$ cat config.mk
export PLATFORM = sky130hd
export DESIGN_NAME = tobe_evt
export DESIGN_NICKNAME = d
export VERILOG_FILES = /design/src/hw/rtl/tobe_pkg.sv /design/src/hw/rtl/tobe_evt.sv
export SDC_FILE = /design/constraint.sdc
export NUM_CORES = 1
export LEC_CHECK = 0
export BUFFER_PORTS_ARGS = -buffer_cell sky130_fd_sc_hd__buf_2
export CORE_ASPECT_RATIO = 1.1
export CORE_MARGIN = 5
export CORE_UTILIZATION = 25
export DETAILED_ROUTE_END_ITERATION = 10
export PLACE_DENSITY_LB_ADDON = 0.3
export SETUP_SLACK_MARGIN = 0.5
export SYNTH_ARGS = -nofsm -noshare
export SYNTH_HDL_FRONTEND = slang
export SYNTH_SLANG_ARGS = --single-unit
$ cat constraint.sdc
create_clock -name clk -period 6.2 [get_ports clk]
set_input_delay 0.31 -clock clk [delete_from_list [all_inputs] [get_ports clk]]
set_output_delay 0.31 -clock clk [all_outputs]
set_load 0.02 [all_outputs]
$ cat src/hw/rtl/tobe_pkg.sv
// Shared types and constants for the timestamp-ordered event builder.
`default_nettype none
package tobe_pkg;

  localparam int TIME_W = 48;
  localparam int SRC_W = 12;
  localparam int EN_W = 24;
  localparam int EVCNT_W = 32;
  localparam int HITS_W = 8;
  localparam int WIN_W = 32;
  localparam int BOARD_SCALE = 10;

  localparam logic CFG_WIN_EN = 1'b0;
  localparam logic CFG_WINDOW = 1'b1;

  typedef struct packed {
    logic [EN_W-1:0]   ea;
    logic [EN_W-1:0]   eb;
    logic [SRC_W-1:0]  src;
    logic [TIME_W-1:0] t;
  } hit_t;

  typedef struct packed {
    logic last;
    hit_t hit;
  } emit_req_t;

  typedef enum logic [3:0] {
    ST_IDLE,
    ST_UP_RD,
    ST_UP_CMP,
    ST_TOP_RD,
    ST_TOP_CMP,
    ST_FL_RD,
    ST_FL_CMP,
    ST_EMIT,
    ST_DN_RD,
    ST_DN_CMP,
    ST_WR_ITEM
  } state_t;

endpackage
`default_nettype wire

$ cat src/hw/rtl/tobe_evt.sv
// Event tagging of emitted hits, configuration registers and the result register.
`default_nettype none
module tobe_evt #(
  parameter int MAX_HITS_PER_EVENT = 200
) (
  input  wire logic                          clk,
  input  wire logic                          rst_n,
  input  wire logic                          cfg_we,
  input  wire logic                          cfg_index,
  input  wire logic [tobe_pkg::WIN_W-1:0]    cfg_data,
  input  wire logic                          emit_valid,
  output logic                               emit_ready,
  input  wire tobe_pkg::emit_req_t           emit_req,
  output logic                               out_valid,
  input  wire logic                          out_ready,
  output tobe_pkg::hit_t                     out_hit,
  output logic                               out_opens,
  output logic [tobe_pkg::EVCNT_W-1:0]       out_evnum,
  output logic [tobe_pkg::HITS_W-1:0]        out_index,
  output logic                               out_over,
  output logic                               out_last
);
  import tobe_pkg::*;

  localparam logic [HITS_W-1:0] MAX_HITS = HITS_W'(MAX_HITS_PER_EVENT);

  logic win_en_r, win_en_nxt;
  logic [WIN_W-1:0] win_r, win_nxt;
  logic open_r, open_nxt;
  logic [TIME_W-1:0] start_r, start_nxt;
  logic [EVCNT_W-1:0] evcnt_r, evcnt_nxt;
  logic [HITS_W-1:0] hits_r, hits_nxt;
  logic valid_r, valid_nxt;
  hit_t hit_r, hit_nxt;
  logic opens_r, opens_nxt;
  logic [EVCNT_W-1:0] evnum_r, evnum_nxt;
  logic [HITS_W-1:0] index_r, index_nxt;
  logic over_r, over_nxt;
  logic last_r, last_nxt;

  logic take, opens, over;
  logic [TIME_W-1:0] tdiff;
  logic [HITS_W-1:0] hbase;
  logic [EVCNT_W-1:0] evc;

  always_ff @(posedge clk) begin
    if (!rst_n) begin
      win_en_r <= 1'b1;
      win_r    <= WIN_W'(100);
      open_r   <= 1'b0;
      start_r  <= '0;
      evcnt_r  <= '0;
      hits_r   <= '0;
      valid_r  <= 1'b0;
    end else begin
      win_en_r <= win_en_nxt;
      win_r    <= win_nxt;
      open_r   <= open_nxt;
      start_r  <= start_nxt;
      evcnt_r  <= evcnt_nxt;
      hits_r   <= hits_nxt;
      valid_r  <= valid_nxt;
    end
    hit_r   <= hit_nxt;
    opens_r <= opens_nxt;
    evnum_r <= evnum_nxt;
    index_r <= index_nxt;
    over_r  <= over_nxt;
    last_r  <= last_nxt;
  end

  assign emit_ready = !valid_r || out_ready;
  assign take  = emit_valid && emit_ready;
  assign tdiff = emit_req.hit.t - start_r;
  assign opens = !win_en_r || !open_r || (emit_req.hit.t < start_r) ||
                 (tdiff > TIME_W'(win_r));
  assign hbase = opens ? '0 : hits_r;
  assign over  = hbase >= MAX_HITS;
  assign evc   = (opens && open_r) ? evcnt_r + EVCNT_W'(1) : evcnt_r;

  always_comb begin
    win_en_nxt = win_en_r;
    win_nxt    = win_r;
    open_nxt   = open_r;
    start_nxt  = start_r;
    evcnt_nxt  = evcnt_r;
    hits_nxt   = hits_r;
    valid_nxt  = valid_r && !out_ready;
    hit_nxt    = hit_r;
    opens_nxt  = opens_r;
    evnum_nxt  = evnum_r;
    index_nxt  = index_r;
    over_nxt   = over_r;
    last_nxt   = last_r;
    if (cfg_we) begin
      case (cfg_index)
        CFG_WIN_EN: win_en_nxt = cfg_data[0];
        CFG_WINDOW: win_nxt = cfg_data;
        default: win_nxt = win_r;
      endcase
    end
    if (take) begin
      valid_nxt = 1'b1;
      open_nxt  = 1'b1;
      evcnt_nxt = evc;
      hits_nxt  = over ? hbase : hbase + HITS_W'(1);
      if (opens) begin
        start_nxt = emit_req.hit.t;
      end
      hit_nxt   = emit_req.hit;
      opens_nxt = opens;
      evnum_nxt = evc;
      index_nxt = over ? MAX_HITS : hbase;
      over_nxt  = over;
      last_nxt  = emit_req.last;
    end
  end

  assign out_valid = valid_r;
  assign out_hit   = hit_r;
  assign out_opens = opens_r;
  assign out_evnum = evnum_r;
  assign out_index = index_r;
  assign out_over  = over_r;
  assign out_last  = last_r;

endmodule
`default_nettype wire

==> flow_summary.rst, run 1 <==
.. list-table::
   :header-rows: 1

   * - Metric
     - Value
   * - Final cell utilization of the core
     - 0.3422
   * - Clock tree sinks
     - 274
   * - Start of the worst register-to-register path
     - start_r[0]
   * - Hold wc startpoint
     - emit_req[30]
   * - Number of synthesized flops with an enable pin
     - 151
   * - Worst-path clk slew
     - 60 ps
   * - Vertical die dimension
     - 261.5 µm
   * - Sum of routed wire length over all layers
     - 48.06 mm
   * - Avg Vias per Cell
     - 4.778
   * - Final Instance Count excl. Fillers
     - 2711
   * - Total via count in the routed design
     - 12950
   * - Final max-slew violation count
     - 0
   * - Power density over the cells
     - 259.6 nW/µm²
   * - Highest-count cells in the layout ignoring fill and taps
     - 299 x buf_2, 182 x a21oi_1, 157 x nand2_1, 151 x edfxtp_1, 122 x dfxtp_1
   * - Area contributors post-synth
     - edfxtp_1 32%, dfxtp_1 17%, ha_1 7.2%
   * - Max frequency
     - 174.8 MHz
   * - Warning count from the yosys run
     - 0
   * - Pin count of the biggest net entering global routing
     - 101
   * - Final layout net count
     - 2166
   * - Ys flop type
     - edfxtp_1
   * - Register bit total from synthesis
     - 274
   * - Synthesized cell area
     - 14380 µm²
   * - Die outline width
     - 238.7 µm
   * - Die area
     - 62410 µm²
   * - GR Util All Layers
     - 0.1457
   * - Total leakage power
     - 7.590 nW
   * - Remaining DRCs
     - 0
   * - Top cell type by total area after synthesis
     - edfxtp_1
   * - CP Capture Type
     - flop
   * - Initial DRT Pass Iterations
     - 7
   * - Setup_tns
     - 0 ps
   * - Port Buf Inserts
     - 299
   * - Unrepaired setup endpoints after global routing
     - true
   * - Routed wire per std cell
     - 17.73 µm
   * - Count of routing violations after the opening detailed-route iteration
     - 572
   * - Clk_lat worst skew
     - 540 ps
   * - Cells on worst reg2reg path
     - 29
   * - Clock H-tree levels
     - 2
   * - Mean Syn Cell Area
     - 9.528 µm²
   * - Initial core utilization
     - 0.2518
   * - Antenna violations before repair
     - 4
   * - Total power
     - 5.071 mW
   * - Wire length of the first global-routing pass
     - 72.94 mm
   * - GR Overflow Total
     - 0
   * - Worst Setup Slack, final
     - 478.2 ps
   * - Net count of the mapped netlist
     - 1740
   * - WHS Endpoint
     - out_hit[30]
   * - CTS tree
     - done
   * - Worst flop-to-flop path endpoint
     - hits_r[4]
   * - Placed wire-length estimate after detailed placement
     - 34.72 mm
   * - WS Path Type
     - flop to flop
   * - Clock root buffer
     - clkbuf_16
   * - Most common cell after layout, fill and taps aside
     - buf_2
   * - Share of cells above drive strength 1
     - 0.2508
   * - Async set or reset register ratio after synthesis
     - 0
   * - Cell count of the worst hold path
     - 1
   * - Worst-path fanout max
     - 3
   * - Clock Path Buffers
     - 3
   * - Final number of hold-violating endpoints
     - 0
   * - Slowest stage delay, CP
     - 440 ps
   * - RD Place Congestion
     - 0.8576
   * - Area of all placed cells without fillers
     - 19540 µm²
   * - Setup Viol. Count Final
     - 0
   * - Post-synth top area share
     - 0.3154
   * - Number of distinct library cells after synthesis
     - 77
   * - Clock tree skew after final layout
     - 16.40 ps
   * - CTS buffer count
     - 34
   * - Relative slew margins
     - 0.2850
   * - Seq/Total Area, Yosys
     - 0.4866
   * - Result of the run
     - finished clean
   * - Top-level port count
     - 300
   * - Worst slew pin tran
     - 1056 ps
   * - Register-to-register setup slack
     - 480 ps
   * - Final worst hold slack
     - 23.41 ps
   * - Post-layout minimum cycle time
     - 5722 ps
   * - Launching element type of the critical path
     - flop
   * - Cells after Synth
     - 1509
   * - Worst setup slack after placement
     - -126.1 ps
   * - Number of rows in the core area
     - 92
   * - Data arrival time of the critical path
     - 6200 ps
   * - Slowest stage cell, crit path
     - a2111o_1
   * - Cell area reported after detailed placement
     - 16860 µm²
   * - Dominant cell type by count on the critical path
     - buf_4
   * - Max Cap Violations
     - 0
   * - Fin crit share
     - 0.9229
   * - Worst IR Drop VDD
     - 0.0001539 V
   * - Count of placed standard cells including taps
     - 2531
   * - Post-synthesis to final-layout area growth
     - 35.87%
   * - Endpoint required time on the critical path
     - 6670 ps
   * - DRT antenna net count
     - 0
   * - Classification of the worst-slack hold path
     - input pin to flop
   * - Via count of the first global-routing pass
     - 12910
   * - Core region area
     - 57090 µm²
-- layout make-up --
| class | count | area (µm²) |
|---|---|---|
| timing repair buffer | 461 | 3090 |
| multi-input combinational | 1051 | 6960 |
| fill | 5910 | 37560 |
| antenna | 1 | 2.502 |
| clock buffer | 46 | 948.4 |
| sequential | 274 | 6998 |
| clock inverter | 13 | 161.4 |
| tap | 752 | 940.9 |
| inverter | 113 | 432.9 |
-- state kept, by name (all words and copies together) (netlist names) --
register,flops
evcnt_r,32
open_r,1
out_evnum,32
out_valid,1
hits_r,8
start_r,48
out_index,8
out_opens,1
out_over,1
out_hit,108
win_en_r,1
win_r,32
out_last,1
-- Yosys cell counts, types with 12 or more instances --
cell type and number:
nor3_1 13, o21ai_0 50, dfxtp_1 123, and3_1 21, or4_1 13, clkbuf_1 48, nand2_1 159, nor2_1 72
a21o_1 15, o21ai_1 49, nand3_1 94, xnor2_1 40, nand4_1 41, o31ai_1 12, o211ai_1 14, and2_1 16
a21oi_1 188, xor2_1 23, edfxtp_1 151, ha_1 83, inv_1 113
-- kinds of logic (layout without fill, tap and decap cells) --
family	count (synthesis)	after routing	synth area share
flip-flops	274	274	0.4866
adder cells (fa/ha/maj)	84	84	0.07362
buffers and inverters	184	633	0.05352
AO/OA/AOI/OAI	420	420	0.1786
multiplexers	9	9	0.006353
other	0	1	0
XOR/XNOR	63	63	0.03838
AND/OR/NAND/NOR	475	475	0.1629
-- metal layers --
metal	vias up	track usage	wire length (µm)
met5	-	0	47
met2	320	0.2531	23330
met4	6	0.04129	1144
met1	6191	0.1859	21030
li1	6361	-	-
met3	75	0.02654	2514
-- where the power goes --
group | leakage (nW) | internal (mW) | switching (mW) | total, mW
clock | 0.540 | 1.24 | 0.775 | 2.01
combinational | 4.57 | 0.400 | 0.617 | 1.02
sequential | 2.48 | 2.01 | 0.0329 | 2.04
total | 7.59 | 3.65 | 1.42 | 5.07
-- how the worst max path moves through the flow --
stage	from	slack, ps	endpoint
floorplan	emit_req[0]	540	hits_r[2]
global placement	emit_req[0]	-80	hits_r[4]
detailed placement	emit_req[0]	-130	hits_r[2]
CTS	start_r[0]	450	hits_r[4]
global route	start_r[0]	190	hits_r[4]
finish	start_r[0]	480	hits_r[4]
-- what timing repair did --
action / in CTS / in global routing
hold buffers: 95 / 0
setup endpoints to repair: 24 / 53
buffers inserted: 9 / 13
pin swaps: 12 / 30
cloned: 0 / 3
hold endpoints to repair: 95 / 0
resized for setup: 19 / 58
-- worst max-delay path: cells and delay by family, from the launching register on --
| family | cells | cell delay, ps |
|---|---|---|
| compound gates | 10 | 2020 |
| xor+xnor | 1 | 160 |
| fa+ha+maj | 4 | 900 |
| buf+inv | 5 | 740 |
| flops | 1 | 330 |
| simple gates | 9 | 1500 |
Note: power is estimated with default switching activity, not from simulation.
==> inputs of run 2 (changes only) <==
- SETUP_SLACK_MARGIN: 0.5 -> unset
==> run 2 against run 1 <==
Net effect:
- combinational power fell by 4%
- count of clock-buffer cells in the layout fell by 1
- total power rose by 1.8%
- hold slack got worse by 4.1 ps
- sequential power barely moved
- sequential cell count did not move
- critical endpoint unchanged
- largest cell class unchanged
==> flow_summary.rst, run 2 (synthesis results as in run 1) <==
.. list-table::
   :header-rows: 1

   * - Metric
     - Value
   * - Count of placed standard cells including taps
     - 2536
   * - RD Place Congestion
     - 0.9021
   * - Worst slew pin tran
     - 1005 ps
   * - GR Util All Layers
     - 0.1415
   * - Final worst hold slack
     - 19.29 ps
   * - Pin count of the biggest net entering global routing
     - 145
   * - CTS buffer count
     - 34
   * - Cell area reported after detailed placement
     - 16880 µm²
   * - Number of rows in the core area
     - 92
   * - Clock root buffer
     - clkbuf_16
   * - Highest-count cells in the layout ignoring fill and taps
     - 299 x buf_2, 187 x a21oi_1, 158 x nand2_1, 151 x edfxtp_1, 123 x dfxtp_1
   * - Avg Vias per Cell
     - 4.779
   * - Remaining DRCs
     - 0
   * - GRT met2 Usage
     - 0.2427
   * - Antenna violations before repair
     - 3
   * - CP Capture Type
     - flop
   * - Final number of hold-violating endpoints
     - 0
   * - Clock tree skew after final layout
     - 20.83 ps
   * - Power density over the cells
     - 267.0 nW/µm²
   * - Setup Viol. Count Final
     - 0
   * - Initial DRT Pass Iterations
     - 5
   * - Net Sw Frac
     - 0.2826
   * - Classification of the worst-slack hold path
     - input pin to flop
   * - Most common cell after layout, fill and taps aside
     - buf_2
   * - Clock tree sinks
     - 274
   * - Port Buf Inserts
     - 299
   * - Initial core utilization
     - 0.2518
   * - Final max-slew violation count
     - 0
   * - Total leakage power
     - 7.564 nW
   * - GR peak layer
     - met2
   * - Sum of routed wire length over all layers
     - 46.21 mm
   * - Number of flip-flops under the largest register name
     - 108
   * - Worst IR Drop VDD
     - 0.0001374 V
   * - Count of routing violations after the opening detailed-route iteration
     - 658
   * - Via count of the first global-routing pass
     - 12810
   * - Final Instance Count excl. Fillers
     - 2720
   * - CTS tree
     - done
   * - WS Path Type
     - input pin to flop
   * - Slowest stage cell, crit path
     - dlygate4sd3_1
   * - Final layout net count
     - 2171
   * - Part of the total power dissipated in sequential elements
     - 0.396
   * - Top-level port count
     - 300
   * - Clock H-tree levels
     - 2
   * - Fin crit share
     - 0.9411
   * - Post-layout minimum cycle time
     - 5835 ps
   * - Share of cells above drive strength 1
     - 0.2263
   * - DRT antenna net count
     - 0
   * - Routed wire per std cell
     - 16.99 µm
   * - Die outline width
     - 238.7 µm
   * - Worst-path clk slew
     - 60 ps
   * - Clk_lat worst skew
     - 550 ps
   * - Area of all placed cells without fillers
     - 19330 µm²
   * - Vertical die dimension
     - 261.5 µm
   * - Proportion of power drawn by combinational gates
     - 0.190
   * - Result of the run
     - finished clean
   * - Max Cap Violations
     - 0
   * - Clock Power Share
     - 0.414
   * - Data arrival time of the critical path
     - 6320 ps
   * - Clock Path Buffers
     - 3
   * - Worst-path fanout max
     - 5
   * - Met3 demand-to-capacity share in global routing
     - 0.02443
   * - Slowest stage delay, CP
     - 550 ps
   * - Dominant cell type by count on the critical path
     - buf_4
   * - Total via count in the routed design
     - 13000
   * - Placed wire-length estimate after detailed placement
     - 34.08 mm
   * - Int Power
     - 3.702 mW
   * - GR Overflow Total
     - 0
   * - Launching element type of the critical path
     - input pin
   * - Wire length of the first global-routing pass
     - 71.26 mm
   * - Max frequency
     - 171.4 MHz
   * - Core region area
     - 57090 µm²
   * - Endpoint required time on the critical path
     - 6690 ps
   * - Die area
     - 62410 µm²
   * - Relative slew margins
     - 0.3297
   * - Global-route track usage on met1
     - 0.1836
   * - Post-synthesis to final-layout area growth
     - 34.46%
   * - Net switching power of the design
     - 1.459 mW
## run 2: cell types whose count changed in the layout (fill, tap and decap cells not counted), sizes merged
cell,previous run,this run
dlygate4sd3,95,115
buf,364,351
clkbuf,48,45
clkinvlp,0,3
clkinv,9,7
inv,113,115
bufinv,4,5
diode,1,2
## run 2: critical path: cells and delay by family
kind | cells | cell delay, ps
compound gates | 11 | 1940
simple gates | 8 | 1520
buf+inv | 7 | 1420
fa+ha+maj | 3 | 840
xor+xnor | 1 | 260
## run 2: timing repair
action	in CTS	in global routing
setup endpoints to repair	2	11
resized for setup	1	12
endpoints found under the hold margin	115	0
hold buffers	115	0
setup buffers	0	5
pin swaps	0	3
## run 2: final timing paths
kind / from / endpoint / slack (ps) / cells after the start
max: emit_req[8] / hits_r[4] / 370 / 30
min: cfg_data[5] / win_r[5] / 20 / 3
max reg2reg: start_r[0] / hits_r[4] / 430 / 29
min reg2reg: win_r[26] / win_r[26] / 450 / 2
## run 2: metal layers
metal  share of wire  wire [µm]
met5         0.00028         13
met1            0.44      20160
met4           0.026       1190
met2            0.48      22100
met3           0.059       2748
## run 2: metrics by stage
| stage | total power [mW] | utilization | setup WS, ps | TNS [ps] |
|---|---|---|---|---|
| after CTS | 5.236 | 0.3368 | 37.64 | 0 |
| after floorplan | 2.661 | - | 329.1 | 0 |
| after global placement | 2.978 | 0.2956 | -29.57 | -53.10 |
| after detailed placement | 2.988 | 0.2956 | -145.5 | -272.1 |
| final | 5.161 | 0.3386 | 365.1 | 0 |
| after global routing | 5.418 | 0.3386 | -11.55 | -11.55 |
## run 2: layout make-up
cell class                      instances  area (µm²)
Clock buffer                           45       954.7
Clock inverter                         17       237.7
Tap cell                              752       940.9
Sequential cell                       274        6997
Fill cell                            5960       37760
Timing Repair Buffer                  466        3063
Multi-Input combinational cell       1051        6701
Inverter                              113       432.9
Antenna cell                            2       5.005
## run 2: power groups by stage
stage                     clock network (mW)  registers, mW  logic (mW)
after CTS                               2.22           2.04       0.972
after detailed placement                   0           2.08       0.907
after floorplan                            0           2.16       0.503
after global routing                    2.28           2.05        1.09
after global placement                     0           2.08       0.900
final                                   2.14           2.04       0.983
